### config.mk
export PLATFORM = sky130hd
export DESIGN_NAME = bpa_ram
export DESIGN_NICKNAME = d
export VERILOG_FILES = /design/src/bpa_ram.sv
export SDC_FILE = /design/constraint.sdc
export NUM_CORES = 1
export LEC_CHECK = 0
export ABC_AREA = 1
export BUFFER_PORTS_ARGS = -buffer_cell sky130_fd_sc_hd__buf_2
export CORE_ASPECT_RATIO = 0.6
export CORE_MARGIN = 2
export CORE_UTILIZATION = 45
export DETAILED_ROUTE_END_ITERATION = 10
export SLEW_MARGIN = 20
export SYNTH_ARGS = -nofsm -noshare
export SYNTH_HDL_FRONTEND = slang
export SYNTH_SLANG_ARGS = --single-unit
export TNS_END_PERCENT = 100
### constraint.sdc
create_clock -name aclk -period 1.5 [get_ports aclk]
set_input_delay 0.225 -clock aclk [delete_from_list [all_inputs] [get_ports aclk]]
set_output_delay 0.225 -clock aclk [all_outputs]
set_load 0.05 [all_outputs]
### src/bpa_ram.sv
// Generic single-write, single-read RAM with registered read data.
module bpa_ram #(
    parameter int WIDTH = 8,
    parameter int DEPTH = 16
) (
    input  logic                     aclk,
    input  logic                     we,
    input  logic [$clog2(DEPTH)-1:0] waddr,
    input  logic [WIDTH-1:0]         wdata,
    input  logic [$clog2(DEPTH)-1:0] raddr,
    output logic [WIDTH-1:0]         rdata
);

    logic [WIDTH-1:0] mem_reg [DEPTH];

    always_ff @(posedge aclk) begin
        if (we) begin
            mem_reg[waddr] <= wdata;
        end
        rdata <= mem_reg[raddr];
    end

endmodule

Word-level counts from Yosys, hierarchy flattened

Memory sizes are Yosys's and may differ from the RTL's. A register that Yosys moved wholly into a read port is not among the register bits.
Cells that the tools add are included.
Widths: inputs -> output; s select.

Mux-type cells: 2

Operator list:

| kind   | count |
|---|---|
| $mux 1 | 2 |

Register bits: 0
RAM bits: 128
Logic and storage cells: 3
Memories: 1

Memory list:

| name    | depth | width | rd ports | clocked after memory_dff | wr ports | RTL line | source |
|---|---|---|---|---|---|---|---|
| mem_reg | 16    | 8     | 1        | 1                        | 1        | 14       | `logic [WIDTH-1:0] mem_reg [DEPTH];` |

Longest topological paths before layout

Gate-level depths: netlist (run 1).

Depth in word-level cells: 2
Gate-level depth with buffers: 8
Mapped depth without buffers: 7

Worst setup path before layout (run 1)

No wires, ideal clock.

Path kind: input to register
From: input waddr[2]
To: memory mem_reg[10][0], enable pin
Setup time: 370 ps
Arrival: 806 ps
Required time: 1130 ps
Slack: 324 ps
Cell stages on the path: 2
Buffers on the path: 0
Cell sequence: nand3b_1 > nor2_1

RTL lines:

| element            | RTL line | source |
|---|---|---|
| start: declaration | 8        | `input logic [$clog2(DEPTH)-1:0] waddr,` |
| end: declaration   | 14       |  |

No word-level cell before the write port.

Worst setup path in the final report (run 1)

From: register rdata[6], read port of mem_reg
To: output rdata[6]

RTL lines:

| element            | RTL line | source |
|---|---|---|
| start: declaration | 11       | `output logic [WIDTH-1:0] rdata` |

No word-level cell between the ends.

==> results of run 1 <==
logic make-up (layout without fill, tap and decap cells):
| kind of cell | after synthesis | after routing | share of synthesized area |
|---|---|---|---|
| flip-flops | 136 | 136 | 0.694 |
| buffers and inverters | 126 | 181 | 0.0952 |
| AND/OR/NAND/NOR | 289 | 289 | 0.210 |
synth_stat cells (all sizes together):
master  number  share of area
dfxtp        8          0.028
edfxtp     128           0.67
inv        102          0.066
nand2      173           0.11
nand3b       2         0.0026
nand3       97          0.084
buf         24          0.029
nor2        17          0.011
path summary, 6_finish.rpt:
| check | to | slack, ns | cells past startpoint |
|---|---|---|---|
| max | rdata[6] | 0.22 | 1 |
| min | rdata[3] | 0.20 | 3 |
| max reg2reg | rdata[7] | 0.54 | 6 |
| min reg2reg | rdata[3] | 0.64 | 6 |
metal layers:
metal / GRT usage / up-vias / routed length (um)
met1: 0.288 / 1763 / 6190
met5: 0 / - / 30
met3: 0.0522 / 16 / 731
met2: 0.276 / 83 / 5250
met4: 0.0747 / 4 / 117
li1: - / 1860 / -
metrics by stage:
step	cell area (sq um)	setup WS [ns]
2_1_floorplan	5770	0.324
3_3_place_gp	6150	0.218
3_5_place_dp	6150	0.196
4_1_cts	6700	0.206
5_1_grt	6700	0.214
6_report	6700	0.216
final cells by class:
type                       count  share of cell area
clock inverter                11              0.0161
inverter                     102              0.0572
multi-input combinational    289               0.181
clock buffer                  20              0.0652
tap                          165              0.0308
sequential                   136               0.598
timing repair buffer          48              0.0519
power by group through the flow:
stage          sequential, W  combinational, W  clock, W
4_1_cts              0.00428          0.000593   0.00391
3_5_place_dp         0.00435          0.000591         0
5_1_grt              0.00428          0.000655   0.00407
2_1_floorplan        0.00444          0.000300         0
3_3_place_gp         0.00435          0.000583         0
6_report             0.00428          0.000588   0.00386
==> flow_metrics.env, run 1 <==
export IMPL_post_cts_setup_buffers=0
export IMPL_crit_path_end_kind="primary output"
export IMPL_ctsResizeCount=0
export IMPL_yosysSeqAreaShare=0.694
export IMPL_multi_input_area_sq_um=1210
export IMPL_viasPerCell=4.83
export IMPL_drt_iter0_drc=223
export IMPL_seqCellArea_sq_um=4000
export IMPL_drc=0
export IMPL_final_common_cell="nand2_1"
export IMPL_diodes=0
export IMPL_synth_cell_types=12
export IMPL_worstHoldPathType="input pin to flop"
export IMPL_grt_pass1_wl_mm=19.5
export IMPL_start_util=0.469
export IMPL_cap_violations=0
export IMPL_holdWs_ns=0.196
export IMPL_p_total_w=0.00872
export IMPL_cts_tree="yes"
export IMPL_first_global_vias=3591
export IMPL_finalSetupViolCount=0
export IMPL_worst_setup_path_type="flop to primary output"
export IMPL_root_buffer="clkbuf_16"
export IMPL_crit_slowest_cell="dfxtp_1"
export IMPL_cts_num_sinks=136
export IMPL_final_setup_tns_ns=0
export IMPL_critPathTopFamily="flip-flops"
export IMPL_layoutNonFillerInstCount=771
export IMPL_slew_headroom=0.772
export IMPL_antenna_left=0
export IMPL_hold_buffers=0
export IMPL_hold_viol=0
export IMPL_swShare=0.218
export IMPL_cp_required_ns=1.27
export IMPL_dp_cells=740
export IMPL_clkPwrFrac=0.442
export IMPL_status="completed"
export IMPL_htreeDepth=4
export IMPL_globalRouteOverflowTotal=0
export IMPL_fmax_mhz=779
export IMPL_die_y_um=91.7
export IMPL_slowest_delay_ns=0.36
export IMPL_synth_seq_cells=136
export IMPL_syn_inst=551
export IMPL_row_count=31
export IMPL_final_cell_mix="nand2_1 (173), edfxtp_1 (128), inv_1 (100)"
export IMPL_largest_reg_flops=128
export IMPL_critPathArrivalTime_ns=1.06
export IMPL_ys_warn_count=0
export IMPL_p_int_w=0.00682
export IMPL_io_buffers=25
export IMPL_fin_crit_ns=1.28
export IMPL_tightestPinTransition_ns=0.342
export IMPL_p_comb_frac=0.067
export IMPL_totalWireLength_mm=12.3
export IMPL_finalMaxSlewViolations=0
export IMPL_rsz0062_at_grt="no"
export IMPL_vdd_ir_drop_max_mv=0.841
export IMPL_cts_path_max_buffers=2
export IMPL_fp_coreArea_sq_um=12300
export IMPL_insertion_delay_ns=0.41
export IMPL_min_from="raddr[3]"
export IMPL_period_share=0.856
export IMPL_powerDensity_nw_per_um2=1300
export IMPL_syn_to_final_growth_pct=16.2
export IMPL_clk_pin_slew_ns=0.06
export IMPL_syn_area_sq_um=5770
export IMPL_path_max_fanout=1
export IMPL_final_util=0.545
export IMPL_grt_usage=0.195
export IMPL_crit_buf_inv=1
export IMPL_drive_gt1_frac=0.125
export IMPL_place_hpwl_mm=7.82
export IMPL_io_pins=26
export IMPL_path_cells="buf_2"
export IMPL_switchingPower_w=0.00190
export IMPL_cts_buffers=17
export IMPL_syn_area_per_cell_sq_um=10.5
export IMPL_start_kind="flop"
export IMPL_die_area_sq_um=13800
export IMPL_rr_startpoint="mem_reg[0][7]"
export IMPL_setup_worst_path_start="rdata[6]"
export IMPL_first_pass_iters=6
export IMPL_fp_dieW_um=150
export IMPL_fillers=1048
export IMPL_grt_max_degree=59
export IMPL_grt_antenna_before_repair=2
export IMPL_gp_routability_congestion=0.790
export IMPL_seqPwrFrac=0.490
export IMPL_leakage_nw=2.92
export IMPL_fin_skew_ns=0.00423
export IMPL_synth_nets=569
export IMPL_num_vias=3726
export IMPL_post_drt_wl_per_cell_um=16.0
export IMPL_nets=612
No activity file was read; power rests on OpenSTA's default activity.
==> inputs of run 2 (changes only) <==
- clock period: 1.5 -> 1.7 ns (I/O delays scaled with it)
==> flow_metrics.env, run 2 (same netlist as run 1, synthesis figures left out) <==
export IMPL_cp_required_ns=1.44
export IMPL_p_total_w=0.00850
export IMPL_drt_iter0_drc=263
export IMPL_diodes=0
export IMPL_final_setup_tns_ns=0
export IMPL_num_vias=3708
export IMPL_antenna_left=0
export IMPL_place_hpwl_mm=7.78
export IMPL_row_count=31
export IMPL_hold_viol=0
export IMPL_critPathTopFamily="flip-flops"
export IMPL_fmax_mhz=792
export IMPL_io_buffers=25
export IMPL_grt_max_degree=65
export IMPL_r2r_slack_ns=0.69
export IMPL_start_util=0.469
export IMPL_start_kind="flop"
export IMPL_syn_to_final_growth_pct=18.2
export IMPL_first_pass_iters=5
export IMPL_fin_crit_ns=1.26
export IMPL_crit_buf_inv=1
export IMPL_slowest_delay_ns=0.33
export IMPL_fp_dieW_um=150
export IMPL_seqPwrFrac=0.443
export IMPL_layoutNonFillerInstCount=771
export IMPL_fp_coreArea_sq_um=12300
export IMPL_ctsResizeCount=0
export IMPL_cap_violations=0
export IMPL_fin_skew_ns=0.00707
export IMPL_rsz0062_at_grt="no"
export IMPL_insertion_delay_ns=0.42
export IMPL_cts_num_sinks=136
export IMPL_hold_buffers=0
export IMPL_cts_buffers=17
export IMPL_die_area_sq_um=13800
export IMPL_cts_path_max_buffers=2
export IMPL_grt_antenna_before_repair=0
export IMPL_first_global_vias=3605
export IMPL_globalRouteOverflowTotal=0
export IMPL_fillers=1049
export IMPL_finalSetupViolCount=0
export IMPL_drive_gt1_frac=0.129
export IMPL_nets=611
export IMPL_clkPwrFrac=0.495
export IMPL_crit_slowest_cell="dfxtp_1"
export IMPL_powerDensity_nw_per_um2=1250
export IMPL_rr_endpoint="rdata[7]"
export IMPL_crit_path_end_kind="primary output"
export IMPL_final_cell_mix="nand2_1 (173), edfxtp_1 (128), inv_1 (100)"
export IMPL_swShare=0.203
export IMPL_p_comb_frac=0.062
export IMPL_viasPerCell=4.81
export IMPL_worstHoldPathType="input pin to flop"
export IMPL_vdd_ir_drop_max_mv=0.756
export IMPL_grt_usage=0.207
export IMPL_largest_reg_flops=128
export IMPL_tightestPinTransition_ns=0.409
export IMPL_hold_end="mem_reg[2][7]"
export IMPL_post_cts_setup_buffers=0
export IMPL_final_common_cell="nand2_1"
export IMPL_cts_tree="yes"
export IMPL_finalMaxSlewViolations=0
export IMPL_min_from="wdata[7]"
export IMPL_period_share=0.742
export IMPL_hold_depth=1
export IMPL_worst_setup_path_type="flop to primary output"
export IMPL_post_drt_wl_per_cell_um=16.6
export IMPL_setup_worst_path_start="rdata[2]"
export IMPL_totalWireLength_mm=12.8
export IMPL_leakage_nw=2.97
export IMPL_grt_pass1_wl_mm=20.6
export IMPL_htreeDepth=4
export IMPL_rr_startpoint="mem_reg[1][7]"
export IMPL_dp_cells=739
export IMPL_gp_routability_congestion=0.811
export IMPL_status="completed"
export IMPL_path_max_fanout=1
export IMPL_p_int_w=0.00678
export IMPL_die_y_um=91.7
export IMPL_critPathArrivalTime_ns=1.01
export IMPL_path_cells="buf_2"
export IMPL_r2r_cells=6
export IMPL_clk_pin_slew_ns=0.05
export IMPL_io_pins=26
export IMPL_switchingPower_w=0.00173
export IMPL_root_buffer="clkbuf_16"
export IMPL_slew_headroom=0.727
export IMPL_drc=0
[run 2: cell types whose count changed in the layout (fill, tap and decap cells not counted)]
cell / delta
buf_12: -1
bufinv_16: +5
clkbuf_1: -2
clkinv_2: -3
clkinv_4: +2
clkinvlp_4: -1
[run 2: cell type report]
type	count	area, sq um	share of cell area
timing repair buffer	47	328	0.0481
inverter	102	383	0.0562
tap	165	206	0.0303
clock buffer	18	429	0.0630
sequential	136	4000	0.587
clock inverter	14	253	0.0371
multi-input combinational	289	1210	0.178
[run 2: stage by stage]
stage | setup WS, ns | util | instance area, sq um | hold slack, ns
final | 0.438 | 0.554 | 6820 | 0.227
after global routing | 0.409 | 0.554 | 6820 | 0.233
after CTS | 0.396 | 0.554 | 6820 | 0.212
after detailed placement | 0.359 | 0.499 | 6130 | 0.650
after global placement | 0.390 | 0.499 | 6130 | 0.651
after floorplan | 0.494 | - | 5770 | 0.354
[run 2: worst max-delay path by stage]
| stage | slack [ns] | depth (start not counted) | endpoint |
|---|---|---|---|
| final | 0.44 | 1 | rdata[2] |
| after CTS | 0.40 | 1 | rdata[2] |
| after global placement | 0.39 | 9 | rdata[6] |
| after floorplan | 0.49 | 2 | mem_reg[10][0] |
| after detailed placement | 0.36 | 8 | rdata[3] |
| after global routing | 0.41 | 1 | rdata[2] |
[run 2: power groups by stage]
stage / clock [W] / combinational [W] / sequential, W
CTS: 0.00428 / 0.000531 / 0.00377
global route: 0.00442 / 0.000585 / 0.00378
global placement: 0 / 0.000519 / 0.00384
finish: 0.00421 / 0.000524 / 0.00377
detailed placement: 0 / 0.000527 / 0.00384
floorplan: 0 / 0.000264 / 0.00391
[run 2: routing by layer]
metal	GRT usage	part of all wire	up-vias	routed length, um
met2	0.287	0.42	107	5440
met5	0	0	-	0
met1	0.319	0.49	1732	6240
met3	0.0507	0.081	9	1040
met4	0.0645	0.0068	0	87
li1	-	-	1860	-
==> inputs of run 3 (changes only) <==
- clock period: 1.7 -> 1.3 ns (I/O delays scaled with it)
==> flow_metrics.env, run 3 (same netlist as run 1, synthesis figures left out) <==
export IMPL_grt_antenna_before_repair=1
export IMPL_cts_path_max_buffers=2
export IMPL_final_common_cell="nand2_1"
export IMPL_crit_path_end_kind="primary output"
export IMPL_cts_tree="yes"
export IMPL_p_total_w=0.0103
export IMPL_gp_routability_congestion=0.802
export IMPL_hold_buffers=0
export IMPL_period_share=0.927
export IMPL_totalWireLength_mm=12.5
export IMPL_viasPerCell=4.89
export IMPL_fp_dieW_um=150
export IMPL_first_pass_iters=4
export IMPL_start_util=0.469
export IMPL_layoutNonFillerInstCount=774
export IMPL_globalRouteOverflowTotal=0
export IMPL_cp_required_ns=1.11
export IMPL_leakage_nw=2.93
export IMPL_slowest_delay_ns=0.33
export IMPL_die_area_sq_um=13800
export IMPL_critPathTopFamily="flip-flops"
export IMPL_tightestPinTransition_ns=0.362
export IMPL_holdWs_ns=0.153
export IMPL_slew_headroom=0.759
export IMPL_fin_crit_ns=1.21
export IMPL_num_vias=3784
export IMPL_first_global_vias=3567
export IMPL_vdd_ir_drop_max_mv=1.05
export IMPL_crit_slowest_cell="dfxtp_1"
export IMPL_row_count=31
export IMPL_fp_coreArea_sq_um=12300
export IMPL_dp_cells=742
export IMPL_insertion_delay_ns=0.41
export IMPL_fin_skew_ns=0.00656
export IMPL_final_cell_mix="nand2_1 (173), edfxtp_1 (128), inv_1 (100)"
export IMPL_crit_buf_inv=1
export IMPL_cts_num_sinks=136
export IMPL_antenna_left=0
export IMPL_grt_usage=0.197
export IMPL_drc=0
export IMPL_diodes=0
export IMPL_place_hpwl_mm=8.08
export IMPL_fmax_mhz=830
export IMPL_cap_violations=0
export IMPL_grt_pass1_wl_mm=19.8
export IMPL_final_setup_tns_ns=0
export IMPL_clk_pin_slew_ns=0.06
export IMPL_rsz0062_at_grt="no"
export IMPL_syn_to_final_growth_pct=17.3
export IMPL_die_y_um=91.7
export IMPL_nets=614
export IMPL_start_kind="flop"
export IMPL_drt_iter0_drc=282
export IMPL_io_pins=26
export IMPL_status="completed"
export IMPL_critPathArrivalTime_ns=1.01
export IMPL_finalSetupViolCount=0
export IMPL_post_drt_wl_per_cell_um=16.2
export IMPL_post_cts_setup_buffers=0
export IMPL_htreeDepth=4
export IMPL_powerDensity_nw_per_um2=1530
export IMPL_finalMaxSlewViolations=0
export IMPL_grt_max_degree=39
export IMPL_path_cells="buf_2"
export IMPL_hold_viol=0
export IMPL_cts_buffers=17
export IMPL_root_buffer="clkbuf_16"
export IMPL_worstHoldPathType="input pin to flop"
export IMPL_drive_gt1_frac=0.135
export IMPL_path_max_fanout=1
export IMPL_largest_reg_flops=128
export IMPL_io_buffers=25
export IMPL_worst_setup_path_type="flop to primary output"
export IMPL_ctsResizeCount=0
[run 3: cell types whose count changed in the layout (fill, tap and decap cells not counted)]
cell,before,now
buf_12,3,5
bufinv_16,7,2
buf_4,19,20
clkinvlp_4,1,7
clkinv_1,2,1
clkinv_2,2,0
inv_6,0,2
[run 3: routing by layer]
metal	global-route usage	wire, um	vias up
li1	-	-	1860
met1	0.308	6440	1821
met2	0.272	5340	92
met3	0.0448	642	11
met4	0.0637	104	0
met5	0	0	-
[run 3: through the flow]
step / utilization / setup WS (ns) / area (sq um)
floorplan: - / 0.154 / 5770
global placement: 0.503 / 0.0886 / 6180
detailed placement: 0.503 / 0.0665 / 6180
CTS: 0.550 / 0.0627 / 6760
global route: 0.550 / 0.0544 / 6760
finish: 0.550 / 0.0949 / 6760
[run 3: report_power, final]
part	switching [W]	total, W	leakage (nW)	internal [W]
registers	0.0000260	0.00493	1.22	0.00490
logic	0.000496	0.000696	1.44	0.000200
clock network	0.00186	0.00469	0.259	0.00283
total	0.00239	0.0103	2.93	0.00793
[run 3: path summary, 6_finish.rpt]
kind,start,end,slack [ns],cells after the start
max,rdata[2],rdata[2],0.09,1
min,wdata[6],mem_reg[5][6],0.15,1
max reg2reg,mem_reg[7][3],rdata[3],0.33,6
min reg2reg,mem_reg[10][7],rdata[7],0.67,6
[run 3: layout make-up]
cell class	count	area [sq um]
well taps	165	206
fillers	1052	5530
clock inverters	14	151
flip-flops and latches	136	4000
multi-input cells	289	1210
repair buffers	50	375
inverters	102	383
clock buffers	18	429
